File: src/rtl/assert_macros.svh
// ----------------------------------------------------------------------------
// assertion macros
// shared concurrent assertion shorthands, clocked on clk, off during rst_n
// ----------------------------------------------------------------------------
`ifndef ASSERT_MACROS_SVH
`define ASSERT_MACROS_SVH

// property must hold at every edge outside reset
`define ASSERT_ALWAYS(lbl, prop, msg) \
  lbl: assert property (@(posedge clk) disable iff (!rst_n) (prop)) else $error(msg);

// condition must never be seen outside reset
`define ASSERT_NEVER(lbl, cond, msg) \
  lbl: assert property (@(posedge clk) disable iff (!rst_n) !(cond)) else $error(msg);

`endif

File: src/rtl/lsdrs_pkg.sv
// ----------------------------------------------------------------------------
// lsdrs_pkg
// shared constants and types of the decimal radix sort core
// ----------------------------------------------------------------------------
`timescale 1ns / 1ps

package lsdrs_pkg;

  localparam int MAX_ITEMS   = 64;
  localparam int MAX_DIGITS  = 6;
  localparam int VALUE_W     = 20;
  localparam int PASS_W      = 3;
  localparam int CNT_W       = $clog2(MAX_ITEMS + 1);
  localparam int IDX_W       = $clog2(MAX_ITEMS);
  localparam int RADIX       = 10;
  localparam int DIG_W       = $clog2(RADIX);
  localparam int PASSES_RST  = 3;

  // x / 10 == (x * RECIP) >> RECIP_SHIFT, exact for x below 2**22
  localparam logic [VALUE_W-1:0] RECIP = VALUE_W'(838861);
  localparam int RECIP_SHIFT = 23;
  localparam int PROD_W      = 2 * VALUE_W;

  // queue depth, power of two
  localparam int Q_DEPTH     = 4;
  localparam int QPTR_W      = $clog2(Q_DEPTH);
  localparam int QCNT_W      = $clog2(Q_DEPTH + 1);

  typedef struct packed {
    logic [VALUE_W-1:0] value;
    logic               last;
  } lsdrs_item_t;

  // store entry: original value plus value / 10**pass
  typedef struct packed {
    logic [VALUE_W-1:0] value;
    logic [VALUE_W-1:0] quo;
  } lsdrs_ent_t;

endpackage

File: src/rtl/lsdrs_fifo.sv
// ----------------------------------------------------------------------------
// lsdrs_fifo
// short register queue of items, push/full on one side and pop/empty on the other
// ----------------------------------------------------------------------------
`timescale 1ns / 1ps

module lsdrs_fifo (
  input  logic                 clk,
  input  logic                 rst_n,
  input  logic                 push,
  input  lsdrs_pkg::lsdrs_item_t push_item,
  output logic                 full,
  input  logic                 pop,
  output lsdrs_pkg::lsdrs_item_t head_item,
  output logic                 empty
);
  import lsdrs_pkg::*;

  lsdrs_item_t        ent_r [Q_DEPTH];
  logic [QPTR_W-1:0]  wr_ptr_r;
  logic [QPTR_W-1:0]  rd_ptr_r;
  logic [QCNT_W-1:0]  cnt_r;
  logic               do_push;
  logic               do_pop;

  assign full      = (cnt_r == QCNT_W'(Q_DEPTH));
  assign empty     = (cnt_r == '0);
  assign do_push   = push && !full;
  assign do_pop    = pop && !empty;
  assign head_item = ent_r[rd_ptr_r];

  always_ff @(posedge clk) begin
    if (do_push) begin
      ent_r[wr_ptr_r] <= push_item;
    end
  end

  always_ff @(posedge clk) begin
    if (!rst_n) begin
      wr_ptr_r <= '0;
      rd_ptr_r <= '0;
      cnt_r    <= '0;
    end else begin
      if (do_push) begin
        wr_ptr_r <= wr_ptr_r + QPTR_W'(1);
      end
      if (do_pop) begin
        rd_ptr_r <= rd_ptr_r + QPTR_W'(1);
      end
      case ({do_push, do_pop})
        2'b10:   cnt_r <= cnt_r + QCNT_W'(1);
        2'b01:   cnt_r <= cnt_r - QCNT_W'(1);
        default: cnt_r <= cnt_r;
      endcase
    end
  end

endmodule

File: config.mk
export PLATFORM = sky130hd
export DESIGN_NAME = lsdrs_fifo
export DESIGN_NICKNAME = d
export VERILOG_FILES = /design/src/rtl/assert_macros.svh /design/src/rtl/lsdrs_pkg.sv /design/src/rtl/lsdrs_fifo.sv
export SDC_FILE = /design/constraint.sdc
export NUM_CORES = 1
export LEC_CHECK = 0
export ABC_AREA = 1
export BUFFER_PORTS_ARGS = -buffer_cell sky130_fd_sc_hd__buf_2
export CAP_MARGIN = 10
export CORE_MARGIN = 2
export CORE_UTILIZATION = 30
export CTS_BUF_LIST = sky130_fd_sc_hd__clkbuf_4
export CTS_CLUSTER_DIAMETER = 30
export DETAILED_ROUTE_END_ITERATION = 8
export PLACE_DENSITY_LB_ADDON = 0.1
export REMOVE_ABC_BUFFERS = 1
export SYNTH_ARGS = -nofsm -noshare
export SYNTH_HDL_FRONTEND = slang
export SYNTH_SLANG_ARGS = --single-unit
File: constraint.sdc
create_clock -name clk -period 2.8 [get_ports clk]
set_clock_uncertainty 0.1 [all_clocks]
set_input_delay 0.14 -clock clk [delete_from_list [all_inputs] [get_ports clk]]
set_output_delay 0.14 -clock clk [all_outputs]
set_load 0.01 [all_outputs]
==> report_table.html <==
<table>
<tr><th>Metric</th><th>Value</th></tr>
<tr><th colspan="2">Drt</th></tr>
<tr><td>Vias per Instance</td><td>around 4.6</td></tr>
<tr><td>Wire length per cell after detailed routing</td><td>15.31 um</td></tr>
<tr><td>DRC violation count after routing</td><td>0</td></tr>
<tr><td>Total via count after detailed routing</td><td>about 2,300</td></tr>
<tr><td>Final wirelength</td><td>around 7700 um</td></tr>
<tr><td>Remaining number of nets flagged by the antenna check after routing</td><td>0</td></tr>
<tr><td>Pre-antenna DRT Iters</td><td>5</td></tr>
<tr><td>Number of design-rule violations left by the first detailed-router iteration</td><td>around 120</td></tr>
<tr><th colspan="2">Power</th></tr>
<tr><td>Portion of total power attributed to combinational logic</td><td>0.282</td></tr>
<tr><td>Relative contribution of the clock network to total power</td><td>0.208</td></tr>
<tr><td>Power per standard cell area</td><td>slightly below 800 mW/mm^2</td></tr>
<tr><td>Internal power component</td><td>between 2000 and 2500 uW</td></tr>
<tr><td>Pleak</td><td>~0.0016 uW</td></tr>
<tr><td>Peak ir drop on the vdd network</td><td>0.4145 mV</td></tr>
<tr><td>Switching pwr</td><td>approximately 1100 uW</td></tr>
<tr><td>Share of total power in sequential cells</td><td>0.510</td></tr>
<tr><td>Fraction of power spent switching nets</td><td>0.3299</td></tr>
<tr><th colspan="2">Critical path</th></tr>
<tr><td>Type of the worst setup path</td><td>flip-flop to output port</td></tr>
<tr><td>Slowest cell on crit path</td><td>inv_1</td></tr>
<tr><td>Slack of the worst reg-to-reg path</td><td>950 ps</td></tr>
<tr><td>Reg2Reg Launch Point</td><td>cnt_r[1]</td></tr>
<tr><td>Maximum fanout along the worst path</td><td>21</td></tr>
<tr><td>Worst r2r path cells</td><td>12</td></tr>
<tr><td>CP Launch Type</td><td>flip-flop</td></tr>
<tr><td>Crit end category</td><td>output port</td></tr>
<tr><td>Max incr delay on CP</td><td>540 ps</td></tr>
<tr><td>CP cell instances</td><td>inv_1, o21ai_1, o22ai_1, buf_2</td></tr>
<tr><td>Signal arrival time at the worst endpoint</td><td>about 1900 ps</td></tr>
<tr><td>Req. time, crit path</td><td>2560 ps</td></tr>
<tr><td>End of the worst register-to-register path</td><td>cnt_r[2]</td></tr>
<tr><th colspan="2">Timing</th></tr>
<tr><td>Fmax</td><td>~470 MHz</td></tr>
<tr><td>Unrepaired setup endpoints after global routing</td><td>no</td></tr>
<tr><td>Post-route fraction of the period consumed by the critical path</td><td>0.7583</td></tr>
<tr><td>Final-report setup violation count</td><td>0</td></tr>
<tr><td>Minimum setup slack in the final design</td><td>~680 ps</td></tr>
<tr><td>Final Hold Fails</td><td>0</td></tr>
<tr><td>Count of final max-slew check failures</td><td>0</td></tr>
<tr><td>Slew at the pin with the worst max-slew slack</td><td>742.9 ps</td></tr>
<tr><td>Remaining max-slew budget at the tightest pin</td><td>0.5042</td></tr>
<tr><td>Final setup TNS</td><td>0 ps</td></tr>
<tr><td>Time the worst path needs with I/O delays and setup</td><td>between 2000 and 2500 ps</td></tr>
<tr><td>Tightest hold margin</td><td>333.6 ps</td></tr>
<tr><th colspan="2">Placed design</th></tr>
<tr><td>Cell total after placement</td><td>around 460</td></tr>
<tr><td>Port buffer count</td><td>47</td></tr>
<tr><td>DP Worst Slack</td><td>961.1 ps</td></tr>
<tr><td>Routability congestion estimate from global placement</td><td>approximately 0.76</td></tr>
<tr><td>Placement Cell Area</td><td>around 0.004 mm^2</td></tr>
<tr><td>Sum of net half-perimeters after detailed placement</td><td>~4600 um</td></tr>
<tr><th colspan="2">Yosys</th></tr>
<tr><td>Number of instances in the synthesized netlist</td><td>~270</td></tr>
<tr><td>Number of warnings issued by yosys</td><td>0</td></tr>
<tr><td>Number of flops mapped to enable cells by yosys</td><td>84</td></tr>
<tr><td>Share of synthesized area occupied by flip-flops and latches</td><td>0.7380</td></tr>
<tr><td>Post-synthesis async set-or-reset flop share</td><td>0</td></tr>
<tr><td>Number of distinct library cells after synthesis</td><td>21</td></tr>
<tr><td>Top cell type by total area after synthesis</td><td>edfxtp_1</td></tr>
<tr><td>Post-synthesis area per instance</td><td>roughly 13 um^2</td></tr>
<tr><td>Post-synthesis sequential element count</td><td>93</td></tr>
<tr><td>Fraction of post-synthesis cell area in the top cell type by area</td><td>0.6888</td></tr>
<tr><td>Post-synthesis cell area</td><td>0.003662 mm^2</td></tr>
<tr><td>Most instantiated flip-flop cell in the synthesis netlist</td><td>edfxtp_1</td></tr>
<tr><td>Leading post-synthesis cells by cell area</td><td>edfxtp_1 69%, nor2_1 5.1%, dfxtp_1 4.9%</td></tr>
<tr><th colspan="2">Floorplan</th></tr>
<tr><td>X dimension of the die</td><td>around 110 um</td></tr>
<tr><td>Core area</td><td>around 0.012 mm^2</td></tr>
<tr><td>Die height</td><td>about 110 um</td></tr>
<tr><td>Die area</td><td>approximately 0.013 mm^2</td></tr>
<tr><td>I/O pins</td><td>48</td></tr>
<tr><td>Cell Rows</td><td>40</td></tr>
<tr><td>Effective utilization at floorplan</td><td>0.3062</td></tr>
<tr><th colspan="2">Min path</th></tr>
<tr><td>Destination of the worst hold path</td><td>ent_r[2][19]</td></tr>
<tr><td>Worst hold path depth</td><td>2</td></tr>
<tr><td>Hold wc startpoint</td><td>push_item[19]</td></tr>
<tr><td>Worst min-delay path class</td><td>input pin to flip-flop</td></tr>
<tr><th colspan="2">CTS</th></tr>
<tr><td>H-tree levels</td><td>3</td></tr>
<tr><td>Worst-Skew Late Latency</td><td>around 430 ps</td></tr>
<tr><td>Master cell of the clock root buffer</td><td>clkbuf_4</td></tr>
<tr><td>Number of buffers added by the clock tree synthesis step</td><td>9</td></tr>
<tr><td>Num Clock Sinks</td><td>93</td></tr>
<tr><td>TritonCTS clock tree</td><td>built</td></tr>
<tr><td>Number of resized instances in the post-cts repair step</td><td>0</td></tr>
<tr><td>Clk buf depth</td><td>2</td></tr>
<tr><td>Clock transition time at the flip-flop clock pins of the worst setup and hold paths</td><td>around 140 ps</td></tr>
<tr><td>Post-CTS Setup Repair Bufs</td><td>0</td></tr>
<tr><th colspan="2">Global route</th></tr>
<tr><td>Largest net degree at the start of global routing</td><td>43</td></tr>
<tr><td>GRT Total Usage</td><td>0.1261</td></tr>
<tr><td>GRT overflow</td><td>0</td></tr>
<tr><td>Global-route wire length before repair</td><td>~12,000 um</td></tr>
<tr><td>Vias in the first global route</td><td>roughly 2,300</td></tr>
<tr><td>Number of antenna violations at the first check in global routing</td><td>0</td></tr>
<tr><th colspan="2">Layout</th></tr>
<tr><td>Synth-to-Final Area Change</td><td>20.33%</td></tr>
<tr><td>Fin area</td><td>0.004407 mm^2</td></tr>
<tr><td>Share of final-layout standard cells stronger than drive strength 1</td><td>0.2366</td></tr>
<tr><td>Fill count</td><td>1,179</td></tr>
<tr><td>Antenna diodes</td><td>0</td></tr>
<tr><td>Count of placed standard cells in the final layout, fillers left out</td><td>between 500 and 600</td></tr>
<tr><td>NumNets Final</td><td>between 300 and 400</td></tr>
<tr><th colspan="2">Flow run</th></tr>
<tr><td>Max-Cap Viols</td><td>0</td></tr>
<tr><th colspan="2">Status</th></tr>
<tr><td>Result of the run</td><td>finished clean</td></tr>
</table>
## flip-flops by register name, indices dropped and copies added, names as in the netlist, named ones only
name,count
wr_ptr_r,2
cnt_r,3
rd_ptr_r,2
ent_r,84
## power by group through the flow
stage / registers, uW / logic, uW / clock network, uW
after global routing: 1760 / 1080 / 793
after floorplan: 1780 / 538 / 0
after global placement: 1760 / 957 / 0
after detailed placement: 1770 / 951 / 0
final: 1730 / 959 / 706
after CTS: 1740 / 982 / 747
## critical path: cells and delay by family, from the launching register on
family | cells | cell delay, ps
buf+inv | 2 | 720
flops | 1 | 330
compound gates | 2 | 380
## cells by family (layout without fill, tap and decap cells)
family | Yosys count | after routing | synth area share
flip-flops | 93 | 93 | 0.7380
AO/OA/AOI/OAI | 70 | 70 | 0.1028
buffers and inverters | 33 | 114 | 0.05296
AND/OR/NAND/NOR | 72 | 72 | 0.08370
adder cells (fa/ha/maj) | 6 | 6 | 0.02255
## Yosys cell counts, types with 4 or more instances
master	number
o21ai_0	21
inv_1	17
nand3_1	5
nor2_1	50
buf_2	4
buf_6	7
o21ai_1	23
ha_1	5
edfxtp_1	84
dfxtp_1	9
a21oi_1	5
nand2_1	11
o22ai_1	21
## worst max-delay path by stage
stage | slack, ps | to
after floorplan | 810 | ent_r[2][0]
after CTS | 560 | head_item[1]
after global placement | 1010 | cnt_r[2]
after detailed placement | 960 | cnt_r[2]
after global routing | 450 | head_item[10]
final | 680 | head_item[3]
## cells in the final DEF (no fill, tap or decap)
master and n:
o22ai_1 21, nand3_1 5, dfxtp_2 1, o21ai_0 21, buf_2 47, nand2_4 2, o21ai_1 23, edfxtp_1 84
nand2_1 11, fa_1 1, nand2_2 2, clkbuf_4 10, a21oi_1 5, nor2_4 1, dlygate4sd3_1 24, clkinv_2 3
inv_6 1, inv_1 17, dfxtp_1 8, bufinv_16 1, inv_2 2, ha_1 5, clkinvlp_4 1, buf_4 8
nor2_1 46, nor2_2 5
## layout make-up
class / instances / area (um^2) / area share
clock buffers: 10 / 75.07 / 0.01704
clock inverters: 5 / 52.55 / 0.01193
inverters: 20 / 80.08 / 0.01817
multi-input cells: 148 / 775.7 / 0.1760
flip-flops and latches: 93 / 2704 / 0.6136
well taps: 147 / 183.9 / 0.04174
repair buffers: 79 / 535.5 / 0.1215
## metal layers
layer  routed length (um)  vias up  GRT usage
li1                     -     1132          -
met1                 3670     1110     0.1625
met2                 3484       53     0.1929
met3                  384       13    0.04447
met4                  145        0    0.05285
met5                    0        -          0
## repair_timing
action                     4_1_cts  5_1_grt
setup endpoints to repair        0        0
hold buffers                    24        0
hold endpoints to repair        93        0
## through the flow
| stage | total power, uW | util |
|---|---|---|
| finish | 3400 | 0.3684 |
| global route | 3630 | 0.3684 |
| CTS | 3466 | 0.3684 |
| detailed placement | 2719 | 0.3377 |
| global placement | 2722 | 0.3377 |
| floorplan | 2314 | - |
Power figures use the tool's default switching activity.
