===== src/rtl/assert_macros.svh =====
// ----------------------------------------------------------------------------
// assertion macros
// shared concurrent assertion shorthands, clocked on clk, off during rst_n
// ----------------------------------------------------------------------------
`ifndef ASSERT_MACROS_SVH
`define ASSERT_MACROS_SVH

// property must hold at every edge outside reset
`define ASSERT_ALWAYS(lbl, prop, msg) \
  lbl: assert property (@(posedge clk) disable iff (!rst_n) (prop)) else $error(msg);

// condition must never be seen outside reset
`define ASSERT_NEVER(lbl, cond, msg) \
  lbl: assert property (@(posedge clk) disable iff (!rst_n) !(cond)) else $error(msg);

`endif


===== src/rtl/lsdrs_pkg.sv =====
// ----------------------------------------------------------------------------
// lsdrs_pkg
// shared constants and types of the decimal radix sort core
// ----------------------------------------------------------------------------
`timescale 1ns / 1ps

package lsdrs_pkg;

  localparam int MAX_ITEMS   = 64;
  localparam int MAX_DIGITS  = 6;
  localparam int VALUE_W     = 20;
  localparam int PASS_W      = 3;
  localparam int CNT_W       = $clog2(MAX_ITEMS + 1);
  localparam int IDX_W       = $clog2(MAX_ITEMS);
  localparam int RADIX       = 10;
  localparam int DIG_W       = $clog2(RADIX);
  localparam int PASSES_RST  = 3;

  // x / 10 == (x * RECIP) >> RECIP_SHIFT, exact for x below 2**22
  localparam logic [VALUE_W-1:0] RECIP = VALUE_W'(838861);
  localparam int RECIP_SHIFT = 23;
  localparam int PROD_W      = 2 * VALUE_W;

  // queue depth, power of two
  localparam int Q_DEPTH     = 4;
  localparam int QPTR_W      = $clog2(Q_DEPTH);
  localparam int QCNT_W      = $clog2(Q_DEPTH + 1);

  typedef struct packed {
    logic [VALUE_W-1:0] value;
    logic               last;
  } lsdrs_item_t;

  // store entry: original value plus value / 10**pass
  typedef struct packed {
    logic [VALUE_W-1:0] value;
    logic [VALUE_W-1:0] quo;
  } lsdrs_ent_t;

endpackage


===== src/rtl/lsdrs_front.sv =====
// ----------------------------------------------------------------------------
// lsdrs_front
// input side: takes beats and marks the one that closes a set
// ----------------------------------------------------------------------------
`timescale 1ns / 1ps

module lsdrs_front (
  input  logic                   clk,
  input  logic                   rst_n,
  input  logic                   in_push,
  input  logic [lsdrs_pkg::VALUE_W-1:0] in_value,
  input  logic                   in_last_in,
  output logic                   in_full,
  output logic                   q_push,
  output lsdrs_pkg::lsdrs_item_t q_item,
  input  logic                   q_full
);
  import lsdrs_pkg::*;

  logic [IDX_W-1:0] set_cnt_r;
  logic             accept;
  logic             store_full;

  assign in_full    = q_full;
  assign accept     = in_push && !q_full;
  // the beat filling the last store entry closes the set on its own
  assign store_full = (set_cnt_r == IDX_W'(MAX_ITEMS - 1));
  assign q_push     = in_push;
  assign q_item     = '{value: in_value, last: in_last_in || store_full};

  always_ff @(posedge clk) begin
    if (!rst_n) begin
      set_cnt_r <= '0;
    end else if (accept) begin
      if (in_last_in || store_full) begin
        set_cnt_r <= '0;
      end else begin
        set_cnt_r <= set_cnt_r + IDX_W'(1);
      end
    end
  end

endmodule


===== config.mk =====
export PLATFORM = sky130hd
export DESIGN_NAME = lsdrs_front
export DESIGN_NICKNAME = d
export VERILOG_FILES = /design/src/rtl/assert_macros.svh /design/src/rtl/lsdrs_pkg.sv /design/src/rtl/lsdrs_front.sv
export SDC_FILE = /design/constraint.sdc
export NUM_CORES = 1
export LEC_CHECK = 0
export BUFFER_PORTS_ARGS = -buffer_cell sky130_fd_sc_hd__buf_2
export CAP_MARGIN = 20
export CORE_MARGIN = 2
export CORE_UTILIZATION = 36
export DETAILED_ROUTE_END_ITERATION = 7
export GPL_ROUTABILITY_DRIVEN = 1
export MAX_ROUTING_LAYER = met4
export PLACE_DENSITY = 0.78
export SETUP_SLACK_MARGIN = 0.4
export SYNTH_ARGS = -nofsm -noshare
export SYNTH_HDL_FRONTEND = slang
export SYNTH_SLANG_ARGS = --single-unit

===== constraint.sdc =====
create_clock -name clk -period 1.5 [get_ports clk]
set_clock_uncertainty 0.05 [all_clocks]
set_input_delay 0.15 -clock clk [delete_from_list [all_inputs] [get_ports clk]]
set_output_delay 0.15 -clock clk [all_outputs]
set_load 0.005 [all_outputs]

==> results of run 1 <==
## repair_timing
action,CTS,global route
pin swaps,3,9
setup endpoints to repair,4,7
gates resized for setup,2,9
buffers inserted,6,1
endpoints found under the hold margin,0,0
## cell families after synthesis
| group | Yosys count |
|---|---|
| DFF | 6 |
| and+or+nand+nor | 19 |
| buffers and inverters | 24 |
| AOI/OAI and AO/OA | 12 |
| adders and majority gates | 1 |
## report_power, final
group | total (µW) | leakage (µW) | internal (µW) | switching [µW]
logic | 51.9 | 0.000141 | 26.1 | 25.8
registers | 163 | 0.0000499 | 162 | 1.75
clock network | 159 | 0.0000138 | 91.1 | 67.7
## worst register-to-register path, stage by stage, from the launching register on
cell and delay (ns):
dfxtp_2 0.33, ha_4 0.16, and3_4 0.18, a31o_4 0.22, buf_4 0.13, buf_6 0.12, o31ai_4 0.15
## routing by layer
metal  vias up  GRT usage [%]  share of wire, %
met2        19           16.3                49
met4         0           5.63               1.5
met3         6           6.90                11
met1       180           11.8                39
li1        186              -                 -
met5         -              -                 0
## worst max path at each step
| stage | startpoint | to | slack, ns |
|---|---|---|---|
| 6_report | set_cnt_r[0]$_SDFFE_PN0P_ | q_item[0] | 0.05 |
| 5_1_grt | set_cnt_r[1]$_SDFFE_PN0P_ | q_item[0] | 0.02 |
| 4_1_cts | set_cnt_r[0]$_SDFFE_PN0P_ | q_item[0] | 0.04 |
| 3_5_place_dp | set_cnt_r[0]$_SDFFE_PN0P_ | q_item[0] | 0.26 |
| 3_3_place_gp | set_cnt_r[1]$_SDFFE_PN0P_ | q_item[0] | 0.28 |
| 2_1_floorplan | set_cnt_r[1]$_SDFFE_PN0P_ | set_cnt_r[1]$_SDFFE_PN0P_ | 0.33 |
## cell usage in the layout (no fill, tap or decap), types with 2 or more instances in the layout
| cell | instances |
|---|---|
| and3_4 | 2 |
| nand2_1 | 3 |
| clkbuf_4 | 3 |
| dfxtp_1 | 3 |
| buf_4 | 6 |
| buf_2 | 6 |
| nand3_1 | 3 |
| dfxtp_2 | 3 |
| a21oi_1 | 2 |
| nand3b_1 | 4 |
| a31oi_1 | 2 |
| o21ai_2 | 2 |
| buf_6 | 3 |
## cell type report
class	instances	area [µm²]
fillers	141	787
well taps	15	18.8
repair buffers	15	109
multi-input cells	32	269
clock buffers	3	22.5
inverters	1	3.75
flip-flops and latches	6	124
## stage by stage
| step | setup WS (ns) | instances | cell area [µm²] | hold slack, ns | util [%] |
|---|---|---|---|---|---|
| after global placement | 0.279 | 62 | 433 | 0.250 | 32.5 |
| after detailed placement | 0.263 | 62 | 433 | 0.250 | 32.5 |
| final | 0.0548 | 72 | 547 | 0.162 | 41.0 |
| after floorplan | 0.331 | 62 | 542 | 0.251 | - |
| after global routing | 0.0198 | 72 | 547 | 0.181 | 41.0 |
| after CTS | 0.0446 | 71 | 510 | 0.157 | 38.3 |
==> flow_summary.json, run 1 <==
{
  "numCtsBuffers": 3,
  "die_height_um": 42.3,
  "synth_top_area_share_pct": 31.4,
  "synth_edf_count": 0,
  "dieArea_mm2": 0.00179,
  "setup_tns_ns": 0,
  "cts_buffer_depth": 2,
  "clk_latency_ns": 0.25,
  "clock_sinks": 6,
  "grtUsageTotal_pct": 11.2,
  "maxCapViolations": 0,
  "status": "complete, no violations",
  "h-tree-depth": 1,
  "cts_root_buffer": "clkbuf_4",
  "drt_iter0_markers": 12,
  "wl_per_cell_um": 14.6,
  "hpwl_um": 601,
  "r2r_start": "set_cnt_r[0]$_SDFFE_PN0P_",
  "drt_first_pass_iters": 4,
  "synth_common_cells": "22 x buf_4, 6 x dfxtp_1, 4 x nand3b_1",
  "hold_depth": 3,
  "drt_wl_total_um": 1050,
  "rrSetupSlack_ns": 0.09,
  "synth.distinct_cells": 26,
  "syn_inst": 62,
  "cp.required_ns": 1.30,
  "yosys_warnings": 0,
  "grt_pass1_wl_um": 1480,
  "ys_ff_latch": 6,
  "slew_viol_final": 0,
  "vias_per_cell": 5.43,
  "cts_hold_buf": 0,
  "syn2layout_area_growth_pct": 3.80,
  "final_nets": 85,
  "synth-simple-area-share_pct": 22.1,
  "coreArea_mm2": 0.00133,
  "antenna_found_initial": 0,
  "maxSlewHeadroom_pct": 68.6,
  "clk_pin_slew_ns": 0.05,
  "top_register": "set_cnt_r",
  "gp_congestion": 0.791,
  "die_w_um": 42.3,
  "worst-path-stages": 4,
  "p_per_area_mw_per_mm2": 684,
  "fin_crit_ns": 1.45,
  "hp-class": "input pin to flip-flop",
  "grt_max_degree": 8,
  "critical_path_class": "flip-flop to primary output",
  "cp_slowest_cell": "dfxtp_2",
  "synth_xor_xnor_area_share_pct": 0,
  "synth_flop_cell": "dfxtp_1",
  "synth_area_leaders": "buf_4 31%, dfxtp_1 23%, nand3b_1 5.7%",
  "crit_fanout": 2,
  "worst_pin_slew_ns": 0.471,
  "grt-ovfl-total": 0,
  "cts_tree": "done",
  "r2r-end": "set_cnt_r[1]$_SDFFE_PN0P_",
  "avgSynthCellArea_um2": 8.50,
  "p_leak_uw": 0.000204,
  "synth.area.mux_share_pct": 0,
  "yosysTopAreaCell": "buf_4",
  "power_uw": 374,
  "cp_num_buf_inv": 1,
  "critPathTopFamily": "flip-flops",
  "drive_above_1_share_pct": 52.6,
  "min_from": "rst_n",
  "irDropWorstVdd_mv": 0.420,
  "largest_reg_flops": 6,
  "fin_crit_sh_pct": 96.3,
  "synth_nets": 88,
  "path_cells": "ha_4, and3_4, a31o_4, buf_6",
  "dr_total_vias": 391,
  "synth_seq_area_share_pct": 22.8,
  "rsz0062_at_grt": "yes",
  "critPathArrivalTime_ns": 1.25,
  "grt_pass1_vias": 346,
  "num_rows": 13,
  "portBuffers": 7,
  "diodes": 0,
  "top_regs": "set_cnt_r x6",
  "yosysMostFrequentCell": "buf_4",
  "setup-violations-final": 0,
  "start_kind": "flip-flop",
  "synth-compound-area-share_pct": 19.7,
  "synthAdderAreaFrac_pct": 2.38,
  "initial_core_util_pct": 39.5,
  "synthesis.area_um2": 527,
  "max_stage_delay_ns": 0.33,
  "hold_end": "set_cnt_r[0]$_SDFFE_PN0P_",
  "fmax_mhz": 692,
  "cp-end-kind": "primary output",
  "async_reset_ff_share_pct": 0,
  "hold_violations": 0,
  "io_pins": 48,
  "synth_top_family_by_area": "buffers and inverters",
  "drt.antenna.violating_nets": 0,
  "reg2regPathDepth": 6,
  "drc": 0
}
Note: power is estimated with default switching activity, not from simulation.
==> run 2: changes to the inputs <==
--- a/config.mk
+++ b/config.mk
@@ -5,15 +5,17 @@
 export SDC_FILE = /design/constraint.sdc
 export NUM_CORES = 1
 export LEC_CHECK = 0
+export ABC_AREA = 1
 export BUFFER_PORTS_ARGS = -buffer_cell sky130_fd_sc_hd__buf_2
 export CAP_MARGIN = 20
 export CORE_MARGIN = 2
-export CORE_UTILIZATION = 36
+export CORE_UTILIZATION = 34
 export DETAILED_ROUTE_END_ITERATION = 7
 export GPL_ROUTABILITY_DRIVEN = 1
 export MAX_ROUTING_LAYER = met4
-export PLACE_DENSITY = 0.78
+export PLACE_DENSITY = 0.77
 export SETUP_SLACK_MARGIN = 0.4
+export SLEW_MARGIN = 10
 export SYNTH_ARGS = -nofsm -noshare
 export SYNTH_HDL_FRONTEND = slang
 export SYNTH_SLANG_ARGS = --single-unit
==> constraint.sdc (replaced) <==
create_clock -name clk -period 1.4 [get_ports clk]
set_clock_uncertainty 0.05 [all_clocks]
set_input_delay 0.14 -clock clk [delete_from_list [all_inputs] [get_ports clk]]
set_output_delay 0.14 -clock clk [all_outputs]
set_load 0.005 [all_outputs]
==> run 2 against run 1 <==
Wire length decreased by 17%. Sequential cell count unchanged. Global-route usage decreased by 1.1 points. Sequential power increased by 10%. Utilization decreased by 4.1 points. Total power increased by 6.4%. Critical endpoint unchanged. Largest cell class unchanged. Largest power group unchanged.
==> flow_summary.json, run 2 <==
{
  "status": "complete, no violations",
  "grt_pass1_wl_um": 1370,
  "cp.required_ns": 1.21,
  "num_rows": 13,
  "syn2layout_area_growth_pct": -0.257,
  "synth_top_area_share_pct": 33.9,
  "largest_reg_flops": 6,
  "grtUsageTotal_pct": 10.1,
  "mostFrequentLayoutCell": "nand2_1",
  "synth_area_leaders": "buf_4 34%, dfxtp_1 25%, nand2_1 8.5%",
  "yosysTopAreaCell": "buf_4",
  "hpwl_um": 626,
  "maxCapViolations": 0,
  "drt.antenna.violating_nets": 0,
  "antenna_found_initial": 0,
  "p_leak_uw": 0.000201,
  "avgSynthCellArea_um2": 7.05,
  "hold_violations": 0,
  "portBuffers": 7,
  "maxSlewHeadroom_pct": 89.6,
  "syn_inst": 69,
  "critPathArrivalTime_ns": 1.04,
  "h-tree-depth": 1,
  "fin_crit_sh_pct": 88.2,
  "ys_ff_latch": 6,
  "drt_first_pass_iters": 4,
  "r2r_start": "set_cnt_r[0]$_SDFFE_PN0P_",
  "cp_slowest_cell": "dfxtp_4",
  "setup-violations-final": 0,
  "final_area_um2": 485,
  "wl_per_cell_um": 11.7,
  "dieArea_mm2": 0.00175,
  "hp-class": "input pin to flip-flop",
  "die_height_um": 41.8,
  "most-common-layout-cells": "11 x nand2_1, 8 x inv_1, 7 x buf_2",
  "diodes": 0,
  "cts_root_buffer": "clkbuf_4",
  "cp-end-kind": "primary output",
  "rsz0062_at_grt": "yes",
  "cp_num_buf_inv": 1,
  "clk_pin_slew_ns": 0.05,
  "worst_pin_slew_ns": 0.156,
  "multi_input_area_um2": 231,
  "n_fill_cell": 134,
  "irDropWorstVdd_mv": 0.441,
  "initial_core_util_pct": 36.9,
  "synth_flop_cell": "dfxtp_1",
  "vias_per_cell": 4.67,
  "dp_slack_ns": 0.272,
  "fin_ws_ns": 0.166,
  "fmax_mhz": 810,
  "critical_path.startpoint": "set_cnt_r[0]$_SDFFE_PN0P_",
  "top_register": "set_cnt_r",
  "grt-ovfl-total": 0,
  "clock_sinks": 6,
  "regArea_um2": 125,
  "synth.distinct_cells": 15,
  "start_kind": "flip-flop",
  "critical_path_class": "flip-flop to primary output",
  "synth_seq_area_share_pct": 24.7,
  "coreArea_mm2": 0.00132,
  "p_per_area_mw_per_mm2": 820,
  "drc": 0,
  "cts_buffer_depth": 2,
  "synth_nets": 95,
  "yosysMostFrequentCell": "buf_4",
  "place_area_um2": 402,
  "synth_edf_count": 0,
  "fin_crit_ns": 1.23,
  "dr_total_vias": 350,
  "async_reset_ff_share_pct": 0,
  "drt_wl_total_um": 876,
  "crit_fanout": 2,
  "grt_pass1_vias": 328,
  "top_regs": "set_cnt_r x6",
  "dp.cells": 69,
  "slew_viol_final": 0,
  "cts_tree": "done",
  "critPathTopFamily": "flip-flops",
  "io_pins": 48,
  "die_w_um": 41.8,
  "setup_tns_ns": 0,
  "grt_max_degree": 5,
  "gp_congestion": 0.877,
  "clk_latency_ns": 0.24,
  "yosys_warnings": 0,
  "synth_common_cells": "22 x buf_4, 11 x nand2_1, 8 x inv_1",
  "drt_iter0_markers": 15,
  "path_cells": "ha_4, nand3_2, o21bai_4, buf_2",
  "drive_above_1_share_pct": 46.7,
  "min_from": "rst_n",
  "final_nets": 88,
  "synthesis.area_um2": 487,
  "fin_util_pct": 36.8,
  "max_stage_delay_ns": 0.35,
  "stdcell_count": 75,
  "numCtsBuffers": 3
}
==> run 2: cell types whose count changed in the layout (fill, tap and decap cells not counted), sizes merged, moves of 4 or more <==
cell / previous run / this run
nand2: 3 / 13
nand3b: 4 / 0
buf: 15 / 10
nor2: 1 / 7
inv: 1 / 8
==> run 2: worst reg2reg max path: cells and delay by family, from the launching register on <==
kind / cells / cell delay (ns)
simple gates: 3 / 0.17
compound gates: 2 / 0.28
flops: 1 / 0.35
fa+ha+maj: 1 / 0.13
buf+inv: 1 / 0.10
==> run 2: power breakdown <==
part,internal (µW),switching [µW],total [µW]
Clock,96.9,61.1,158
Combinational,29.3,30.5,59.8
Sequential,176,4.36,180
==> run 2: area by class of cell <==
class	count	share of cell area (%)
Clock buffer	3	4.64
Multi-Input combinational cell	33	47.7
Inverter	8	6.19
Tap cell	15	3.87
Sequential cell	6	25.8
Timing Repair Buffer	10	11.9
==> run 2: final timing paths <==
kind | end | slack, ns | depth (start not counted)
max | q_item[0] | 0.17 | 4
min | set_cnt_r[4]$_SDFFE_PN0P_ | 0.11 | 3
min reg2reg | set_cnt_r[4]$_SDFFE_PN0P_ | 0.44 | 2
max reg2reg | set_cnt_r[4]$_SDFFE_PN0P_ | 0.21 | 7
==> run 2: kinds of logic (layout without fill, tap and decap cells) <==
kind of cell / count (synthesis) / count (layout) / synth area share [%]
flip-flops: 6 / 6 / 24.7
adder cells (fa/ha/maj): 1 / 1 / 2.57
XOR/XNOR: 1 / 1 / 1.80
buffers and inverters: 30 / 21 / 40.1
AO/OA/AOI/OAI: 7 / 7 / 9.00
AND/OR/NAND/NOR: 24 / 24 / 21.9
==> run 2: metal layers <==
layer	vias to the layer above	share of wire, %	global-route usage, %	wire, µm
met4	0	1.0	6.45	9
met3	6	11	4.35	92
met2	17	46	12.5	400
li1	173	-	-	-
met1	154	43	13.2	373
met5	-	0	-	0
==> run 2: stage by stage <==
step | hold slack (ns) | power, µW
finish | 0.112 | 398
global route | 0.110 | 422
CTS | 0.101 | 399
detailed placement | 0.230 | 228
global placement | 0.230 | 227
floorplan | 0.209 | 261
==> run 2: repair_timing <==
| item | 4_1_cts | 5_1_grt |
|---|---|---|
| gates resized for setup | 6 | 3 |
| endpoints found under the hold margin | 0 | 0 |
| pin swaps | 9 | 1 |
| hold buffers | 0 | 0 |
| setup buffers | 3 | 0 |
| endpoints found under the setup margin | 6 | 7 |
